==> config.mk <==
export PLATFORM = sky130hd
export DESIGN_NAME = toe_ctrl
export DESIGN_NICKNAME = d
export VERILOG_FILES = /design/src/hw/rtl/toe_pkg.sv /design/src/hw/rtl/toe_ctrl.sv
export SDC_FILE = /design/constraint.sdc
export NUM_CORES = 1
export LEC_CHECK = 0
export BUFFER_PORTS_ARGS = -buffer_cell sky130_fd_sc_hd__buf_2
export CORE_MARGIN = 4
export CORE_UTILIZATION = 43
export DETAILED_ROUTE_END_ITERATION = 6
export GPL_ROUTABILITY_DRIVEN = 0
export GPL_TIMING_DRIVEN = 0
export HOLD_SLACK_MARGIN = 0.03
export PLACE_DENSITY = 0.67
export SYNTH_ARGS = -nofsm -noshare
export SYNTH_HDL_FRONTEND = slang
export SYNTH_SLANG_ARGS = --single-unit
==> constraint.sdc <==
create_clock -name clk -period 2.6 [get_ports clk]
set_clock_uncertainty 0.05 [all_clocks]
set_input_delay 0.39 -clock clk [delete_from_list [all_inputs] [get_ports clk]]
set_output_delay 0.39 -clock clk [all_outputs]
set_load 0.005 [all_outputs]
==> src/hw/rtl/toe_pkg.sv <==
package toe_pkg;

	localparam int MAX_DIRECTIONS = 64;
	localparam int IDX_W = $clog2(MAX_DIRECTIONS);
	localparam int CNT_W = 7;

	// 4/3*pi in q3.29
	localparam logic [31:0] VOLUME_CONST = 32'd2248839617;
	localparam logic [31:0] SAT32 = 32'hFFFF_FFFF;

	// register codes (word address)
	localparam logic [1:0] REG_DIRECTION_COUNT = 2'd0;
	localparam logic [1:0] REG_NORM_MODE = 2'd1;
	localparam logic [1:0] REG_SMALL_THRESHOLD = 2'd2;

	// normalization codes
	localparam logic [1:0] NORM_VOLUME = 2'd1;
	localparam logic [1:0] NORM_SUM = 2'd2;

	typedef enum logic [1:0] {
		DIV_TERM = 2'd0,
		DIV_RECIP = 2'd1,
		DIV_NORM = 2'd2
	} div_sel_t;

	typedef enum logic [1:0] {
		ROOT_ODF = 2'd0,
		ROOT_VOL = 2'd1,
		ROOT_CBRT = 2'd2
	} root_sel_t;

	typedef struct packed {
		logic req_take;
		logic n_clear;
		logic n_inc;
		logic k_clear;
		logic k_inc;
		logic tab_rd;
		logic dot;
		logic sq;
		logic s_clear;
		logic term_add;
		logic div_start;
		div_sel_t div_sel;
		logic root_start;
		root_sel_t root_sel;
		logic val_wr;
		logic s_store;
		logic mul_p1;
		logic mul_p2;
		logic mul_vol;
		logic f_cbrt;
		logic f_sum;
		logic vb_rd;
		logic rsp_load;
	} toe_cmd_t;

	typedef struct packed {
		logic req_mode;
		logic n_last;
		logic k_last;
		logic term_small;
		logic all_small;
		logic sum_small;
		logic div_done;
		logic root_done;
		logic norm_vol;
		logic norm_sum;
		logic norm_zero;
		logic rsp_fire;
	} toe_stat_t;

endpackage

==> src/hw/rtl/toe_ctrl.sv <==
module toe_ctrl (
	input  logic               clk,
	input  logic               arst_n,
	input  logic               req_valid,
	input  toe_pkg::toe_stat_t stat,
	output toe_pkg::toe_cmd_t  cmd,
	output logic               req_stall
);
	import toe_pkg::*;

	typedef enum logic [20:0] {
		S_IDLE   = 21'd1 << 0,
		S_RD     = 21'd1 << 1,
		S_DOT    = 21'd1 << 2,
		S_SQ     = 21'd1 << 3,
		S_TERM   = 21'd1 << 4,
		S_TDIV   = 21'd1 << 5,
		S_CHK    = 21'd1 << 6,
		S_RDIV   = 21'd1 << 7,
		S_RSQ    = 21'd1 << 8,
		S_VSTART = 21'd1 << 9,
		S_VWAIT  = 21'd1 << 10,
		S_P1     = 21'd1 << 11,
		S_P2     = 21'd1 << 12,
		S_PV     = 21'd1 << 13,
		S_CSTART = 21'd1 << 14,
		S_CWAIT  = 21'd1 << 15,
		S_FSUM   = 21'd1 << 16,
		S_OUTRD  = 21'd1 << 17,
		S_OUTDIV = 21'd1 << 18,
		S_OWAIT  = 21'd1 << 19,
		S_EMIT   = 21'd1 << 20
	} state_t;

	state_t state_q, state_d;
	logic   term_next;
	logic   val_next;

	assign req_stall = (state_q != S_IDLE);

	always_ff @(posedge clk or negedge arst_n) begin
		if (!arst_n) state_q <= S_IDLE;
		else state_q <= state_d;
	end

	// sequencing of one request
	always_comb begin
		cmd = '0;
		state_d = state_q;
		term_next = 1'b0;
		val_next = 1'b0;
		case (state_q)
			S_IDLE: begin
				if (req_valid) begin
					cmd.req_take = 1'b1;
					if (stat.req_mode) begin
						cmd.n_clear = 1'b1;
						state_d = S_RD;
					end
				end
			end
			S_RD: begin
				cmd.tab_rd = 1'b1;
				cmd.k_clear = 1'b1;
				cmd.s_clear = 1'b1;
				state_d = S_DOT;
			end
			S_DOT: begin
				cmd.dot = 1'b1;
				state_d = S_SQ;
			end
			S_SQ: begin
				cmd.sq = 1'b1;
				state_d = S_TERM;
			end
			S_TERM: begin
				if (stat.term_small) begin
					term_next = 1'b1;
				end else begin
					cmd.div_start = 1'b1;
					cmd.div_sel = DIV_TERM;
					state_d = S_TDIV;
				end
			end
			S_TDIV: begin
				if (stat.div_done) term_next = 1'b1;
			end
			S_CHK: begin
				if (stat.all_small || stat.sum_small) begin
					val_next = 1'b1;
				end else begin
					cmd.div_start = 1'b1;
					cmd.div_sel = DIV_RECIP;
					state_d = S_RDIV;
				end
			end
			S_RDIV: begin
				if (stat.div_done) begin
					cmd.root_start = 1'b1;
					cmd.root_sel = ROOT_ODF;
					state_d = S_RSQ;
				end
			end
			S_RSQ: begin
				if (stat.root_done) val_next = 1'b1;
			end
			S_VSTART: begin
				cmd.root_start = 1'b1;
				cmd.root_sel = ROOT_VOL;
				state_d = S_VWAIT;
			end
			S_VWAIT: begin
				if (stat.root_done) begin
					cmd.s_store = 1'b1;
					if (stat.k_last) begin
						state_d = S_P1;
					end else begin
						cmd.k_inc = 1'b1;
						state_d = S_VSTART;
					end
				end
			end
			S_P1: begin
				cmd.mul_p1 = 1'b1;
				state_d = S_P2;
			end
			S_P2: begin
				cmd.mul_p2 = 1'b1;
				state_d = S_PV;
			end
			S_PV: begin
				cmd.mul_vol = 1'b1;
				state_d = S_CSTART;
			end
			S_CSTART: begin
				cmd.root_start = 1'b1;
				cmd.root_sel = ROOT_CBRT;
				state_d = S_CWAIT;
			end
			S_CWAIT: begin
				if (stat.root_done) begin
					cmd.f_cbrt = 1'b1;
					state_d = S_OUTRD;
				end
			end
			S_FSUM: begin
				cmd.f_sum = 1'b1;
				state_d = S_OUTRD;
			end
			S_OUTRD: begin
				cmd.vb_rd = 1'b1;
				state_d = S_OUTDIV;
			end
			S_OUTDIV: begin
				if ((stat.norm_vol || stat.norm_sum) && !stat.norm_zero) begin
					cmd.div_start = 1'b1;
					cmd.div_sel = DIV_NORM;
					state_d = S_OWAIT;
				end else begin
					cmd.rsp_load = 1'b1;
					state_d = S_EMIT;
				end
			end
			S_OWAIT: begin
				cmd.div_sel = DIV_NORM;
				if (stat.div_done) begin
					cmd.rsp_load = 1'b1;
					state_d = S_EMIT;
				end
			end
			S_EMIT: begin
				if (stat.rsp_fire) begin
					if (stat.n_last) begin
						state_d = S_IDLE;
					end else begin
						cmd.n_inc = 1'b1;
						state_d = S_OUTRD;
					end
				end
			end
			default: state_d = S_IDLE;
		endcase

		// one term added, go to the next eigen pair or to the sum check
		if (term_next) begin
			cmd.term_add = 1'b1;
			if (stat.k_last) begin
				state_d = S_CHK;
			end else begin
				cmd.k_inc = 1'b1;
				state_d = S_DOT;
			end
		end

		// value stored, next direction, or normalization or output after the last one
		if (val_next) begin
			cmd.val_wr = 1'b1;
			if (stat.n_last) begin
				cmd.n_clear = 1'b1;
				cmd.k_clear = 1'b1;
				if (stat.norm_vol) state_d = S_VSTART;
				else if (stat.norm_sum) state_d = S_FSUM;
				else state_d = S_OUTRD;
			end else begin
				cmd.n_inc = 1'b1;
				state_d = S_RD;
			end
		end
	end

endmodule

---- After elaboration in Yosys (flattened, before gate mapping) ----
Index checks and enable logic that the tools add are counted.
storage, ports and cells
  register bits ........................... 21
  bits of input ports ..................... 15
  word-level logic and storage cells ...... 100
operators by class
  equality and inequality tests ........... 32
  multiplexer cells ....................... 61
  reductions and logical operators ........ 6
operators by type and width
  kind                  number
  $pmux 21 s20          1
  $mux 21               14
  $mux 18               2
  $ne 4x4->1 const B    9
  $mux 1                29
  $eq 21x1->1 const B   1
  $eq 21x10->1 const B  1
  $eq 21x11->1 const B  1
  $eq 21x12->1 const B  1
  $eq 21x13->1 const B  1
  $eq 21x14->1 const B  1
  $eq 21x15->1 const B  1
  $eq 21x16->1 const B  1
  $eq 21x17->1 const B  1
  $eq 21x18->1 const B  1
  $eq 21x19->1 const B  1
  $eq 21x2->1 const B   1
  $eq 21x20->1 const B  1
  $eq 21x21->1 const B  1
  $eq 21x3->1 const B   1
  $eq 21x4->1 const B   1
  $eq 21x5->1 const B   1
  $eq 21x6->1 const B   1
  $eq 21x7->1 const B   1
  other kinds (17)      25

---- Depth between registers and ports, before layout ----
  depth in word-level cells ............... 6
  mapped depth ............................ 10

---- Least setup slack after synthesis ----
OpenSTA, ideal clock, no wires.
  path type ............................... register to output
  start ................................... register state_q[2]
  end ..................................... output cmd[11] (netlist bit)
  data arrival time ....................... 1886 ps
  required time ........................... 2160 ps
  path slack .............................. 274 ps
  cell stages (with the launch flop) ...... 7
  path buffers ............................ 1
  cell sequence ........................... dfrtp_1 nor4_4 nand4_1 or2_1 clkbuf_1 nor4b_2 or3b_1
RTL lines
  item                    RTL line        text
  start, declared         toe_ctrl.sv:35  state_t state_q, state_d;
  start signal, assigned  toe_ctrl.sv:43  else state_q <= state_d;
  end, declared           toe_ctrl.sv:6   output toe_pkg::toe_cmd_t cmd,

==> flow_metrics.py <==
metrics = {
    "critical_path": {
        "crit_chain": "nor4_4 > nand4_1 > or3_4 > nor3_4 > or3_1 > buf_2",
        "critPathTopFamily": "simple AND/OR/NAND/NOR gates",
        "max_stage_delay_ns": 0.47,
        "arrival_ns": 2.27,
        "cp-end-kind": "output pin",
        "cpMaxStageDelayCell": "or3_4",
        "cp_data_required_time_ns": 2.16,
        "worstSetupPathType": "flop to output pin",
        "worst-path-max-fanout": 4,
        "worst-path-buf-inv": 1,
        "startpoint_type": "flop",
        "reg2reg_slack_ns": -0.01,
    },
    "timing": {
        "worst_slack_ns": -0.109,
        "rsz0062_at_grt": "true",
        "fin_crit_ns": 2.71,
        "max_slew_margin_pct": 54.5,
        "fmax_mhz": 369,
        "setup_viol_count_final": 8,
        "slew_viol_final": 0,
        "whs_ns": 0.184,
        "worst_slew_pin_slew_ns": 0.681,
        "hold_violations": 0,
        "min_period_over_period_pct": 104,
    },
    "yosys": {
        "synth-main-ff-cell": "dfrtp_1",
        "ys_warn_count": 0,
        "synth_area_leaders": "dfrtp_1 32%, nor4_1 4.8%, nand4_1 4.4%, nor2_1 4.4%, nor4b_1 3.9%",
        "postSynthCellCount": 186,
        "ys_ff_latch": 21,
        "synth_edf_count": 0,
        "post-synth-top-area-cell": "dfrtp_1",
        "syn_area_um2": 1550,
        "synth_area_per_cell_um2": 8.35,
        "synthesis.nets": 201,
        "seq_area_frac_synth_pct": 33.9,
        "synth_top_area_share_pct": 32.2,
        "ys_types": 45,
        "async_reset_ff_share_pct": 100,
    },
    "finish": {
        "largest_register_ff_count": 21,
        "fin_cells": 303,
        "top_regs": "state_q (21)",
        "final_cell_mix": "40 x buf_2, 31 x buf_4, 14 x nor2_1",
        "antenna_cells": 0,
        "final_common_cell": "buf_2",
        "fin_area_um2": 2230,
        "area_growth_pct": 43.7,
        "final_util_pct": 65.3,
        "nets": 273,
        "largest_register": "state_q",
        "drive_above_1_share_pct": 45.5,
    },
    "placed_design": {
        "numPortBuffers": 40,
        "place_area_um2": 1810,
        "dpl.hpwl_um": 3400,
        "placed_cells": 272,
    },
    "die": {
        "rows": 21,
        "dieArea_um2": 4640,
        "start_util_pct": 45.5,
        "io_pins": 41,
        "core_region_area_um2": 3420,
        "fp.dieH_um": 68.1,
        "fp.dieW_um": 68.1,
    },
    "clocking": {
        "tritoncts": "yes",
        "insertion_delay_ns": 0.33,
        "cts_buffers": 3,
        "cts-root-buf": "clkbuf_4",
        "cts.sinks": 21,
        "path_clk_slew_ns": 0.13,
        "htree_levels": 1,
        "clock_path_buffers": 2,
    },
    "global_route": {
        "grt_pass1_vias": 1693,
        "grtUsageTotal_pct": 23.5,
        "grt_max_degree": 22,
        "grt_pass1_wl_um": 8130,
        "overflow": 0,
        "antenna_found_initial": 0,
    },
    "route": {
        "drt_iter0_markers": 191,
        "ant_nets": 0,
        "drt_wl_total_um": 5160,
        "drt-vias-per-instance": 5.96,
        "wl_per_cell_um": 17.0,
        "drt_first_pass_iters": 4,
        "drcViolationCount": 0,
        "num_vias": 1807,
    },
    "min_path": {
        "holdCritPathClass": "input pin to flop",
    },
    "power_and_ir_drop": {
        "power_leakage_nw": 1.11,
        "power_density_nw_per_um2": 549,
        "vdd_drop_max_v": 0.000416,
    },
    "status": {
        "status": "finished with violations",
        "violations": "setup timing",
    },
    "flow_run": {
        "drv_cap": 0,
    },
}
==> synthesized netlist by cell type, types with 3 or more instances <==
cell	n
nor2b_1	7
buf_2	4
and2_1	3
nand4_1	11
nor3_1	5
nand2_1	14
inv_1	8
nand2b_1	4
buf_4	3
a21o_1	5
dfrtp_1	20
nor2_1	18
o21ai_0	4
nor3b_1	6
or3_1	5
a21oi_1	9
nor4b_1	7
nor4_1	12
nand3_1	6
==> cell type report <==
type	instances	area [um^2]
Timing Repair Buffer	69	427
Inverter	8	30.0
Clock buffer	4	26.3
Sequential cell	21	538
Multi-Input combinational cell	149	1100
Tap cell	46	57.6
Buffer	6	50.0
Fill cell	317	1180
==> what timing repair did <==
| action | in CTS | in global routing |
|---|---|---|
| hold endpoints to repair | 20 | 0 |
| buffers inserted | 23 | 5 |
| gates resized for setup | 29 | 15 |
| hold buffers | 1 | 0 |
| setup endpoints to repair | 21 | 23 |
| pin swaps | 14 | 5 |
==> logic make-up after synthesis <==
group | Yosys count | share of synthesized area (%)
AO/OA/AOI/OAI | 31 | 13.5
multiplexers | 1 | 0.725
flip-flops | 21 | 33.9
AND/OR/NAND/NOR | 115 | 45.8
buffers and inverters | 16 | 4.92
XOR/XNOR | 2 | 1.13
==> worst paths after layout <==
kind                               end  depth (start not counted)        start
max                            cmd[14]                          6   state_q[1]
min                        state_q[16]                          2      stat[3]
max reg2reg                state_q[16]                         12  state_q[17]
min reg2reg                 state_q[4]                          1   state_q[2]
max in group asynchronous   state_q[2]                          2       arst_n
min in group asynchronous  state_q[10]                          2       arst_n
==> layer usage <==
metal / GRT usage (%) / share of wire (%) / vias up
met5: 0 / 0 / -
met4: 9.93 / 2.5 / 0
met3: 2.79 / 7.8 / 15
met2: 38.7 / 49 / 101
met1: 30.8 / 41 / 855
li1: - / - / 836
==> power breakdown <==
| group | internal [mW] | leakage, nW | switching [mW] | total (mW) |
|---|---|---|---|---|
| combinational | 0.294 | 0.819 | 0.362 | 0.656 |
| clock | 0.0602 | 0.0150 | 0.111 | 0.171 |
| sequential | 0.358 | 0.273 | 0.0389 | 0.397 |
==> through the flow <==
stage	power, mW	worst slack, ns	TNS, ns
2_1_floorplan	0.734	0.274	0
3_3_place_gp	0.880	-0.0914	-0.234
3_5_place_dp	0.888	-0.0903	-0.213
4_1_cts	1.19	-0.0676	-0.208
5_1_grt	1.29	-0.171	-1.24
6_report	1.22	-0.109	-0.390
No activity file was read; power rests on OpenSTA's default activity.
