## config.mk

```make
export PLATFORM = sky130hd
export DESIGN_NAME = toe_regs
export DESIGN_NICKNAME = d
export VERILOG_FILES = /design/src/hw/rtl/toe_pkg.sv /design/src/hw/rtl/toe_regs.sv
export SDC_FILE = /design/constraint.sdc
export NUM_CORES = 1
export LEC_CHECK = 0
export BUFFER_PORTS_ARGS = -buffer_cell sky130_fd_sc_hd__buf_2
export CORE_MARGIN = 2
export CORE_UTILIZATION = 43
export DETAILED_ROUTE_END_ITERATION = 16
export PLACE_DENSITY = 0.8
export RECOVER_POWER = 25
export SYNTH_ARGS = -nofsm -noshare
export SYNTH_HDL_FRONTEND = slang
export SYNTH_SLANG_ARGS = --single-unit
```

## constraint.sdc

```tcl
create_clock -name clk -period 1.55 [get_ports clk]
set_clock_uncertainty 0.2 [all_clocks]
set_input_delay 0.155 -clock clk [delete_from_list [all_inputs] [get_ports clk]]
set_output_delay 0.155 -clock clk [all_outputs]
set_load 0.05 [all_outputs]
```

## src/hw/rtl/toe_pkg.sv

```systemverilog
package toe_pkg;

	localparam int MAX_DIRECTIONS = 64;
	localparam int IDX_W = $clog2(MAX_DIRECTIONS);
	localparam int CNT_W = 7;

	// 4/3*pi in q3.29
	localparam logic [31:0] VOLUME_CONST = 32'd2248839617;
	localparam logic [31:0] SAT32 = 32'hFFFF_FFFF;

	// register codes (word address)
	localparam logic [1:0] REG_DIRECTION_COUNT = 2'd0;
	localparam logic [1:0] REG_NORM_MODE = 2'd1;
	localparam logic [1:0] REG_SMALL_THRESHOLD = 2'd2;

	// normalization codes
	localparam logic [1:0] NORM_VOLUME = 2'd1;
	localparam logic [1:0] NORM_SUM = 2'd2;

	typedef enum logic [1:0] {
		DIV_TERM = 2'd0,
		DIV_RECIP = 2'd1,
		DIV_NORM = 2'd2
	} div_sel_t;

	typedef enum logic [1:0] {
		ROOT_ODF = 2'd0,
		ROOT_VOL = 2'd1,
		ROOT_CBRT = 2'd2
	} root_sel_t;

	typedef struct packed {
		logic req_take;
		logic n_clear;
		logic n_inc;
		logic k_clear;
		logic k_inc;
		logic tab_rd;
		logic dot;
		logic sq;
		logic s_clear;
		logic term_add;
		logic div_start;
		div_sel_t div_sel;
		logic root_start;
		root_sel_t root_sel;
		logic val_wr;
		logic s_store;
		logic mul_p1;
		logic mul_p2;
		logic mul_vol;
		logic f_cbrt;
		logic f_sum;
		logic vb_rd;
		logic rsp_load;
	} toe_cmd_t;

	typedef struct packed {
		logic req_mode;
		logic n_last;
		logic k_last;
		logic term_small;
		logic all_small;
		logic sum_small;
		logic div_done;
		logic root_done;
		logic norm_vol;
		logic norm_sum;
		logic norm_zero;
		logic rsp_fire;
	} toe_stat_t;

endpackage

```

## src/hw/rtl/toe_regs.sv

```systemverilog
module toe_regs (
	input  logic        clk,
	input  logic        arst_n,
	input  logic        psel,
	input  logic        penable,
	input  logic        pwrite,
	input  logic [3:0]  paddr,
	input  logic [31:0] pwdata,
	output logic [31:0] prdata,
	output logic        pready,
	output logic [toe_pkg::CNT_W-1:0] direction_count,
	output logic [1:0]  norm_mode,
	output logic [31:0] small_threshold
);
	import toe_pkg::*;

	logic [CNT_W-1:0] dcount_q;
	logic [1:0]       nmode_q;
	logic [31:0]      thr_q;
	logic             wr_en;

	assign pready = 1'b1;
	assign wr_en = psel & penable & pwrite;

	// register writes
	always_ff @(posedge clk or negedge arst_n) begin
		if (!arst_n) begin
			dcount_q <= CNT_W'(MAX_DIRECTIONS);
			nmode_q <= 2'd0;
			thr_q <= 32'd512;
		end else if (wr_en) begin
			case (paddr[3:2])
				REG_DIRECTION_COUNT: dcount_q <= pwdata[CNT_W-1:0];
				REG_NORM_MODE: nmode_q <= pwdata[1:0];
				REG_SMALL_THRESHOLD: thr_q <= pwdata;
				default: ;
			endcase
		end
	end

	// read back
	always_comb begin
		case (paddr[3:2])
			REG_DIRECTION_COUNT: prdata = {{(32-CNT_W){1'b0}}, dcount_q};
			REG_NORM_MODE: prdata = {30'd0, nmode_q};
			REG_SMALL_THRESHOLD: prdata = thr_q;
			default: prdata = 32'd0;
		endcase
	end

	assign direction_count = dcount_q;
	assign norm_mode = nmode_q;
	assign small_threshold = thr_q;

endmodule

```

; After elaboration in Yosys (flattened, before gate mapping)
; Cells that the tools add are included.
[classes]
n_eq_ne = 2
muxes = 1
n_bitwise = 2
reduce_logical = 4
[op_table]
columns = cell, n
row1 = case mux 32 bit (3 select lines), 1
row2 = AND reduction 2 bit, 3
row3 = bitwise AND 1 bit, 2
row4 = "== test 2 x 1 -> 1 bit, second input constant", 1
row5 = "== test 2 bit, second input constant", 1
row6 = zero test 2 bit, 1
[totals]
ff_bits = 41
wordCells = 12

; Longest topological paths before layout
; Gate-level depths: netlist of the first run.
[depth]
depth_word = 3
ltp_mapped = 5

; Worst setup path before layout of the first run
; Ideal clock, no wire load.
[synth_timing]
path_type = register to output
from = register nmode_q[0], in the netlist norm_mode[0]
to = output port prdata[0]
arrival_time_ns = 1.857
slack_ns = -0.662
path_stages_with_launch = 3
cell_sequence = dfrtp_1 > mux2i_1 > o21ai_0
[synth_via]
elab_chain_len = 1
[synth_rtl]
columns = element, line_no
row1 = from (decl), toe_regs.sv:18  ; logic [1:0] nmode_q;
row2 = from (signal assigned), toe_regs.sv:34  ; REG_NORM_MODE: nmode_q <= pwdata[1:0];
row3 = case mux 32 bit (3 select lines), toe_regs.sv:43  ; case (paddr[3:2])
row4 = to (decl), toe_regs.sv:9  ; output logic [31:0] prdata,
; Every way passes these cells.

; Worst setup path in the final report of the first run
[layout_timing]
from = register dcount_q[6], in the netlist direction_count[6]
to = output port prdata[6]
[layout_via]
elab_chain_len = 1
[layout_rtl]
columns = element, line_no
row1 = from (decl), toe_regs.sv:17  ; logic [CNT_W-1:0] dcount_q;
row2 = from (signal assigned), toe_regs.sv:28  ; dcount_q <= CNT_W'(MAX_DIRECTIONS);
row3 = from (signal assigned), toe_regs.sv:33  ; REG_DIRECTION_COUNT: dcount_q <= pwdata[CNT_W-1:0];
row4 = case mux 32 bit (3 select lines), toe_regs.sv:43
; Every way passes these cells.

==> impl_metrics.env, run 1 <==
export IMPL_status="completed"
export IMPL_place_inst=304
export IMPL_power_frac_comb_pct=49.1
export IMPL_num_rows=23
export IMPL_core_sq_um=4086
export IMPL_finalHoldViolations=0
export IMPL_relSlewSlack_pct=63.55
export IMPL_port_buffers=111
export IMPL_die_w_um=69.98
export IMPL_finalSetupViolCount=0
export IMPL_clock_latency_ps=280
export IMPL_place_gp_congestion=0.7459
export IMPL_max_freq_mhz=663.4
export IMPL_tritoncts="built"
export IMPL_crit_type="reg -> out"
export IMPL_timing_hold_worst_class="in -> reg"
export IMPL_met3_wirelength_um=169
export IMPL_layout_cells_most_common="buf_2"
export IMPL_first_global_vias=1761
export IMPL_crit_end="prdata[6]"
export IMPL_power_frac_seq_pct=35.1
export IMPL_vias_per_cell=4.741
export IMPL_ant_nets=0
export IMPL_n_fill_cell=281
export IMPL_drive_above_1_share_pct=68.37
export IMPL_die_h_um=69.98
export IMPL_pin_count=115
export IMPL_numClockSinks=41
export IMPL_r2r_slack_ps=550
export IMPL_cp_slowest_stage_delay_ps=540
export IMPL_numCtsBuffers=5
export IMPL_clockRootBuffer="clkbuf_8"
export IMPL_worstRegToRegCells=1
export IMPL_highest_layer="met4"
export IMPL_dieArea_sq_um=4897
export IMPL_p_sw_mw=2.016
export IMPL_critPathLaunch="direction_count[6]"
export IMPL_antenna_found_initial=0
export IMPL_path_max_fanout=3
export IMPL_slew_viol_final=0
export IMPL_ys_types=18
export IMPL_p_int_mw=2.269
export IMPL_seq_area_frac_synth_pct=54.95
export IMPL_grt_max_degree=42
export IMPL_dp_hpwl_um=3481
export IMPL_met1_length_um=1858
export IMPL_track_usage_pct=20.93
export IMPL_syn_inst=137
export IMPL_final_cell_mix="buf_2, mux2_2, dfrtp_1"
export IMPL_slowest_stage="dfstp_2"
export IMPL_h_tree_depth=2
export IMPL_end_kind="primary output"
export IMPL_tightestPinTransition_ps=546.7
export IMPL_wl_met2_um=2870
export IMPL_cp_depth=3
export IMPL_drc=0
export IMPL_path_clk_slew_ps=70
export IMPL_p_per_area_nw_per_um2=1415
export IMPL_cts_buffer_depth=2
export IMPL_reg2reg_from="small_threshold[1]"
export IMPL_required_ps=1190
export IMPL_wire_per_inst_um=14.54
export IMPL_leakage_nw=1.581
export IMPL_routed_wl_um=5001
export IMPL_syn_to_final_growth_pct=61.76
export IMPL_start_kind="flip-flop"
export IMPL_clkPwrFrac_pct=15.9
export IMPL_yosys_warnings=0
export IMPL_gr_total_overflow=0
export IMPL_timing_final_crit_share_pct=97.24
export IMPL_dr_pass1_iters=4
export IMPL_switching_share_pct=47.05
export IMPL_synth_area_per_cell_sq_um=13.66
export IMPL_rsz0062_at_grt="yes"
export IMPL_synth_seq_cells=41
export IMPL_r2r_end="small_threshold[1]"
export IMPL_final_cells=344
export IMPL_syn_nets=178
export IMPL_pre_cts_slack_ps=-31.66
export IMPL_diodes=0
export IMPL_grt_pass1_wl_um=8190
export IMPL_arrival_ps=1150
export IMPL_peakVddDrop_v=0.0007430
export IMPL_start_util_pct=45.81
export IMPL_path_buf_inv=1
export IMPL_critPathTopFamily="flip-flops"
export IMPL_nets=335
export IMPL_path_cells="mux2i_1 -> nor2_2 -> buf_6"
export IMPL_fin_crit_ps=1507
export IMPL_netlist_area_sq_um=1872
export IMPL_vias=1631
export IMPL_max_cap_viol_count=0
export IMPL_drt_iter0_drc=40
export IMPL_setup_slack_ps=42.73
[tightest hold or removal path, stage by stage]
cell and delay, ps:
buf_2 100, nand3_2 100, or3b_1 160, mux2_2 150
[layout make-up]
class	instances	area, sq um	area share (%)
sequential	41	1028	33.97
clock buffer	7	86.33	2.851
multi-input combinational	88	827.0	27.31
tap	50	62.56	2.066
timing repair buffer	158	1023	33.80
[state kept, by name, indices dropped and copies added, names as in the netlist]
signal	flops
norm_mode	2
small_threshold	32
direction_count	7
[worst min-delay path by stage]
stage / startpoint / to / slack, ps / cells past startpoint
final: penable / norm_mode[1] / 220 / 4
after global routing: penable / norm_mode[0] / 240 / 4
after detailed placement: arst_n / small_threshold[15] / -50 / 2
after CTS: arst_n / small_threshold[15] / 190 / 3
after floorplan: arst_n / direction_count[0] / -340 / 0
after global placement: arst_n / small_threshold[15] / -60 / 2
[synthesized netlist by cell type (all sizes together)]
library cell   n  area, sq um
nand2          2        7.510
nor3b          1        12.51
or3b           1        8.760
nand3          1        10.01
buf            6        60.05
dfrtp         39        975.9
mux2          41        461.7
nor2           5        18.77
nor2b          1        6.260
nor3           1        10.01
o21ai          2        10.01
and2          25        156.4
conb           1        3.750
clkbuf         2        7.510
mux2i          7        70.07
dfstp          2        52.55
[cells by family (layout without fill, tap and decap cells)]
kind of cell | after synthesis | count (layout) | synth area share, %
other | 1 | 1 | 0.2003
buffers and inverters | 8 | 165 | 3.609
DFF | 41 | 41 | 54.95
muxes | 48 | 48 | 28.41
AOI/OAI and AO/OA | 2 | 2 | 0.5348
and+or+nand+nor | 37 | 37 | 12.30
[power groups by stage]
stage	sequential (mW)	clock [mW]	combinational, mW
6_report	1.50	0.680	2.10
5_1_grt	1.54	0.745	2.18
4_1_cts	1.50	0.702	2.10
3_5_place_dp	1.52	0	2.03
3_3_place_gp	1.51	0	2.00
2_1_floorplan	2.39	0	0.653
[repair_timing]
action / CTS / global route
buffers inserted: 0 / 0
endpoints found under the hold margin: 82 / 0
gates resized for setup: 2 / 6
hold buffers: 33 / 0
setup endpoints to repair: 2 / 21
[stage by stage]
stage | setup TNS (ps) | power, mW | hold slack [ps] | util (%) | cell area (sq um)
4_1_cts | 0 | 4.309 | 186.7 | 73.97 | 3023
6_report | 0 | 4.285 | 218.2 | 74.10 | 3028
5_1_grt | -22.48 | 4.474 | 236.1 | 74.10 | 3028
2_1_floorplan | -263.7 | 3.043 | -340.6 | - | 1914
3_3_place_gp | -307.0 | 3.511 | -57.58 | 63.66 | 2601
3_5_place_dp | -247.4 | 3.557 | -45.14 | 63.66 | 2601
[metal layers]
| layer | GRT usage, % | vias to the layer above |
|---|---|---|
| met2 | 40.21 | 54 |
| met3 | 3.175 | 9 |
| met5 | 0 | - |
| met1 | 22.94 | 794 |
| met4 | 7.692 | 0 |
| li1 | - | 774 |
Power figures use the tool's default switching activity.
==> run 2: changes to the inputs <==
--- a/config.mk
+++ b/config.mk
@@ -7,9 +7,9 @@
 export LEC_CHECK = 0
 export BUFFER_PORTS_ARGS = -buffer_cell sky130_fd_sc_hd__buf_2
 export CORE_MARGIN = 2
-export CORE_UTILIZATION = 43
+export CORE_UTILIZATION = 46
 export DETAILED_ROUTE_END_ITERATION = 16
-export PLACE_DENSITY = 0.8
+export PLACE_DENSITY = 0.85
 export RECOVER_POWER = 25
 export SYNTH_ARGS = -nofsm -noshare
 export SYNTH_HDL_FRONTEND = slang
==> constraint.sdc (replaced) <==
create_clock -name clk -period 1.9 [get_ports clk]
set_clock_uncertainty 0.2 [all_clocks]
set_input_delay 0.19 -clock clk [delete_from_list [all_inputs] [get_ports clk]]
set_output_delay 0.19 -clock clk [all_outputs]
set_load 0.05 [all_outputs]
==> run 2 against run 1 <==
  * Die area down 6.1%
  * Flip-flop and latch count unchanged
  * Largest power group unchanged
  * Clock power down 17%
  * Sequential power down 18%
  * Critical endpoint is now small_threshold[13]
  * Final cell count down 1.7%
  * Non-clock buffer count down 7
  * Sequential share of layout area up 1.6 points
  * Routed wire length down 0.76%
  * Via count up 0.37%
==> impl_metrics.env, run 2 (synthesis results as in run 1) <==
export IMPL_n_fill_cell=273
export IMPL_cts_setup_buffers=0
export IMPL_gr_total_overflow=0
export IMPL_largest_reg_flops=32
export IMPL_grt_max_degree=24
export IMPL_vias_per_cell=4.843
export IMPL_start_util_pct=47.13
export IMPL_tritoncts="built"
export IMPL_grt_pass1_wl_um=7493
export IMPL_peakVddDrop_v=0.0008061
export IMPL_ant_nets=0
export IMPL_drt_iter0_drc=56
export IMPL_numCtsBuffers=5
export IMPL_diodes=0
export IMPL_slew_viol_final=0
export IMPL_place_gp_congestion=0.7152
export IMPL_die_w_um=67.79
export IMPL_path_clk_slew_ps=80
export IMPL_p_per_area_nw_per_um2=1202
export IMPL_p_sw_mw=1.641
export IMPL_antenna_found_initial=0
export IMPL_leakage_nw=1.514
export IMPL_numClockSinks=41
export IMPL_clockRootBuffer="clkbuf_8"
export IMPL_max_freq_mhz=600.5
export IMPL_crit_type="in -> reg"
export IMPL_multi_input_area_sq_um=777.0
export IMPL_syn_to_final_growth_pct=54.34
export IMPL_switching_share_pct=47.27
export IMPL_cts_buffer_depth=2
export IMPL_start_kind="input port"
export IMPL_rsz0062_at_grt="no"
export IMPL_clkPwrFrac_pct=16.3
export IMPL_die_h_um=67.79
export IMPL_vias=1637
export IMPL_drive_above_1_share_pct=57.29
export IMPL_final_cell_mix="buf_2, mux2_2, dfrtp_1"
export IMPL_h_tree_depth=2
export IMPL_finalSetupTns_ps=0
export IMPL_fin_crit_ps=1665
export IMPL_finalHoldViolations=0
export IMPL_drc=0
export IMPL_routed_wl_um=4963
export IMPL_r2r_slack_ps=900
export IMPL_clock_latency_ps=280
export IMPL_p_int_mw=1.830
export IMPL_status="completed"
export IMPL_port_buffers=111
export IMPL_end_kind="flip-flop"
export IMPL_relSlewSlack_pct=48.89
export IMPL_wire_per_inst_um=14.68
export IMPL_core_sq_um=3971
export IMPL_arrival_ps=1640
export IMPL_nets=328
export IMPL_final_core_util_pct=72.75
export IMPL_hold_ws_ps=217.3
export IMPL_timing_hold_worst_class="in -> async"
export IMPL_track_usage_pct=22.75
export IMPL_power_frac_comb_pct=48.1
export IMPL_pin_count=115
export IMPL_path_max_fanout=15
export IMPL_required_ps=1870
export IMPL_final_cells=338
export IMPL_dr_pass1_iters=4
export IMPL_place_inst=297
export IMPL_timing_final_crit_share_pct=87.65
export IMPL_num_rows=23
export IMPL_setup_slack_ps=234.6
export IMPL_layout_cells_most_common="buf_2"
export IMPL_regArea_sq_um=1028
export IMPL_pre_cts_slack_ps=276.7
export IMPL_tightestPinTransition_ps=766.7
export IMPL_first_global_vias=1594
export IMPL_dieArea_sq_um=4595
export IMPL_max_cap_viol_count=0
export IMPL_dp_hpwl_um=3166
export IMPL_finalSetupViolCount=0
export IMPL_power_frac_seq_pct=35.5
run 2: per-layer routing:
layer	vias to the layer above	GRT usage (%)	wire length (um)
met1	779	27.36	2035
met5	-	0	0
met2	88	37.75	2450
li1	762	-	-
met3	8	7.000	408
met4	0	9.750	69
run 2: repair_timing:
item	CTS	global route
endpoints found under the hold margin	61	0
hold buffers	33	0
gates resized for setup	0	0
run 2: area by class of cell:
cell class / instances / share of cell area (%)
clock buffers: 8 / 3.118
multi-input cells: 88 / 26.89
flip-flops and latches: 41 / 35.60
well taps: 50 / 2.165
repair buffers: 151 / 32.22
run 2: critical path, stage by stage:
cell	delay, ps
buf_2	190
nor3b_4	230
clkbuf_1	610
mux2_2	420
run 2: worst paths after layout:
kind                                     start  depth (start not counted)                   to
max                                   paddr[2]                          4  small_threshold[13]
min reg2reg                 small_threshold[1]                          1   small_threshold[1]
min                                     arst_n                          2  small_threshold[11]
max in group asynchronous               arst_n                          3   small_threshold[4]
min in group clk                      paddr[3]                          3         norm_mode[1]
max reg2reg                small_threshold[13]                          1  small_threshold[13]
run 2: power groups by stage:
stage          registers, mW  logic (mW)  clock network [mW]
5_1_grt                 1.26        1.74               0.628
4_1_cts                 1.23        1.67               0.588
6_report                1.23        1.67               0.567
3_5_place_dp            1.24        1.62                   0
2_1_floorplan           1.95       0.512                   0
3_3_place_gp            1.23        1.60                   0
run 2: stage by stage:
step	area [sq um]	total power, mW
2_1_floorplan	1872	2.462
3_3_place_gp	2481	2.831
3_5_place_dp	2481	2.861
4_1_cts	2902	3.488
5_1_grt	2889	3.633
6_report	2889	3.471
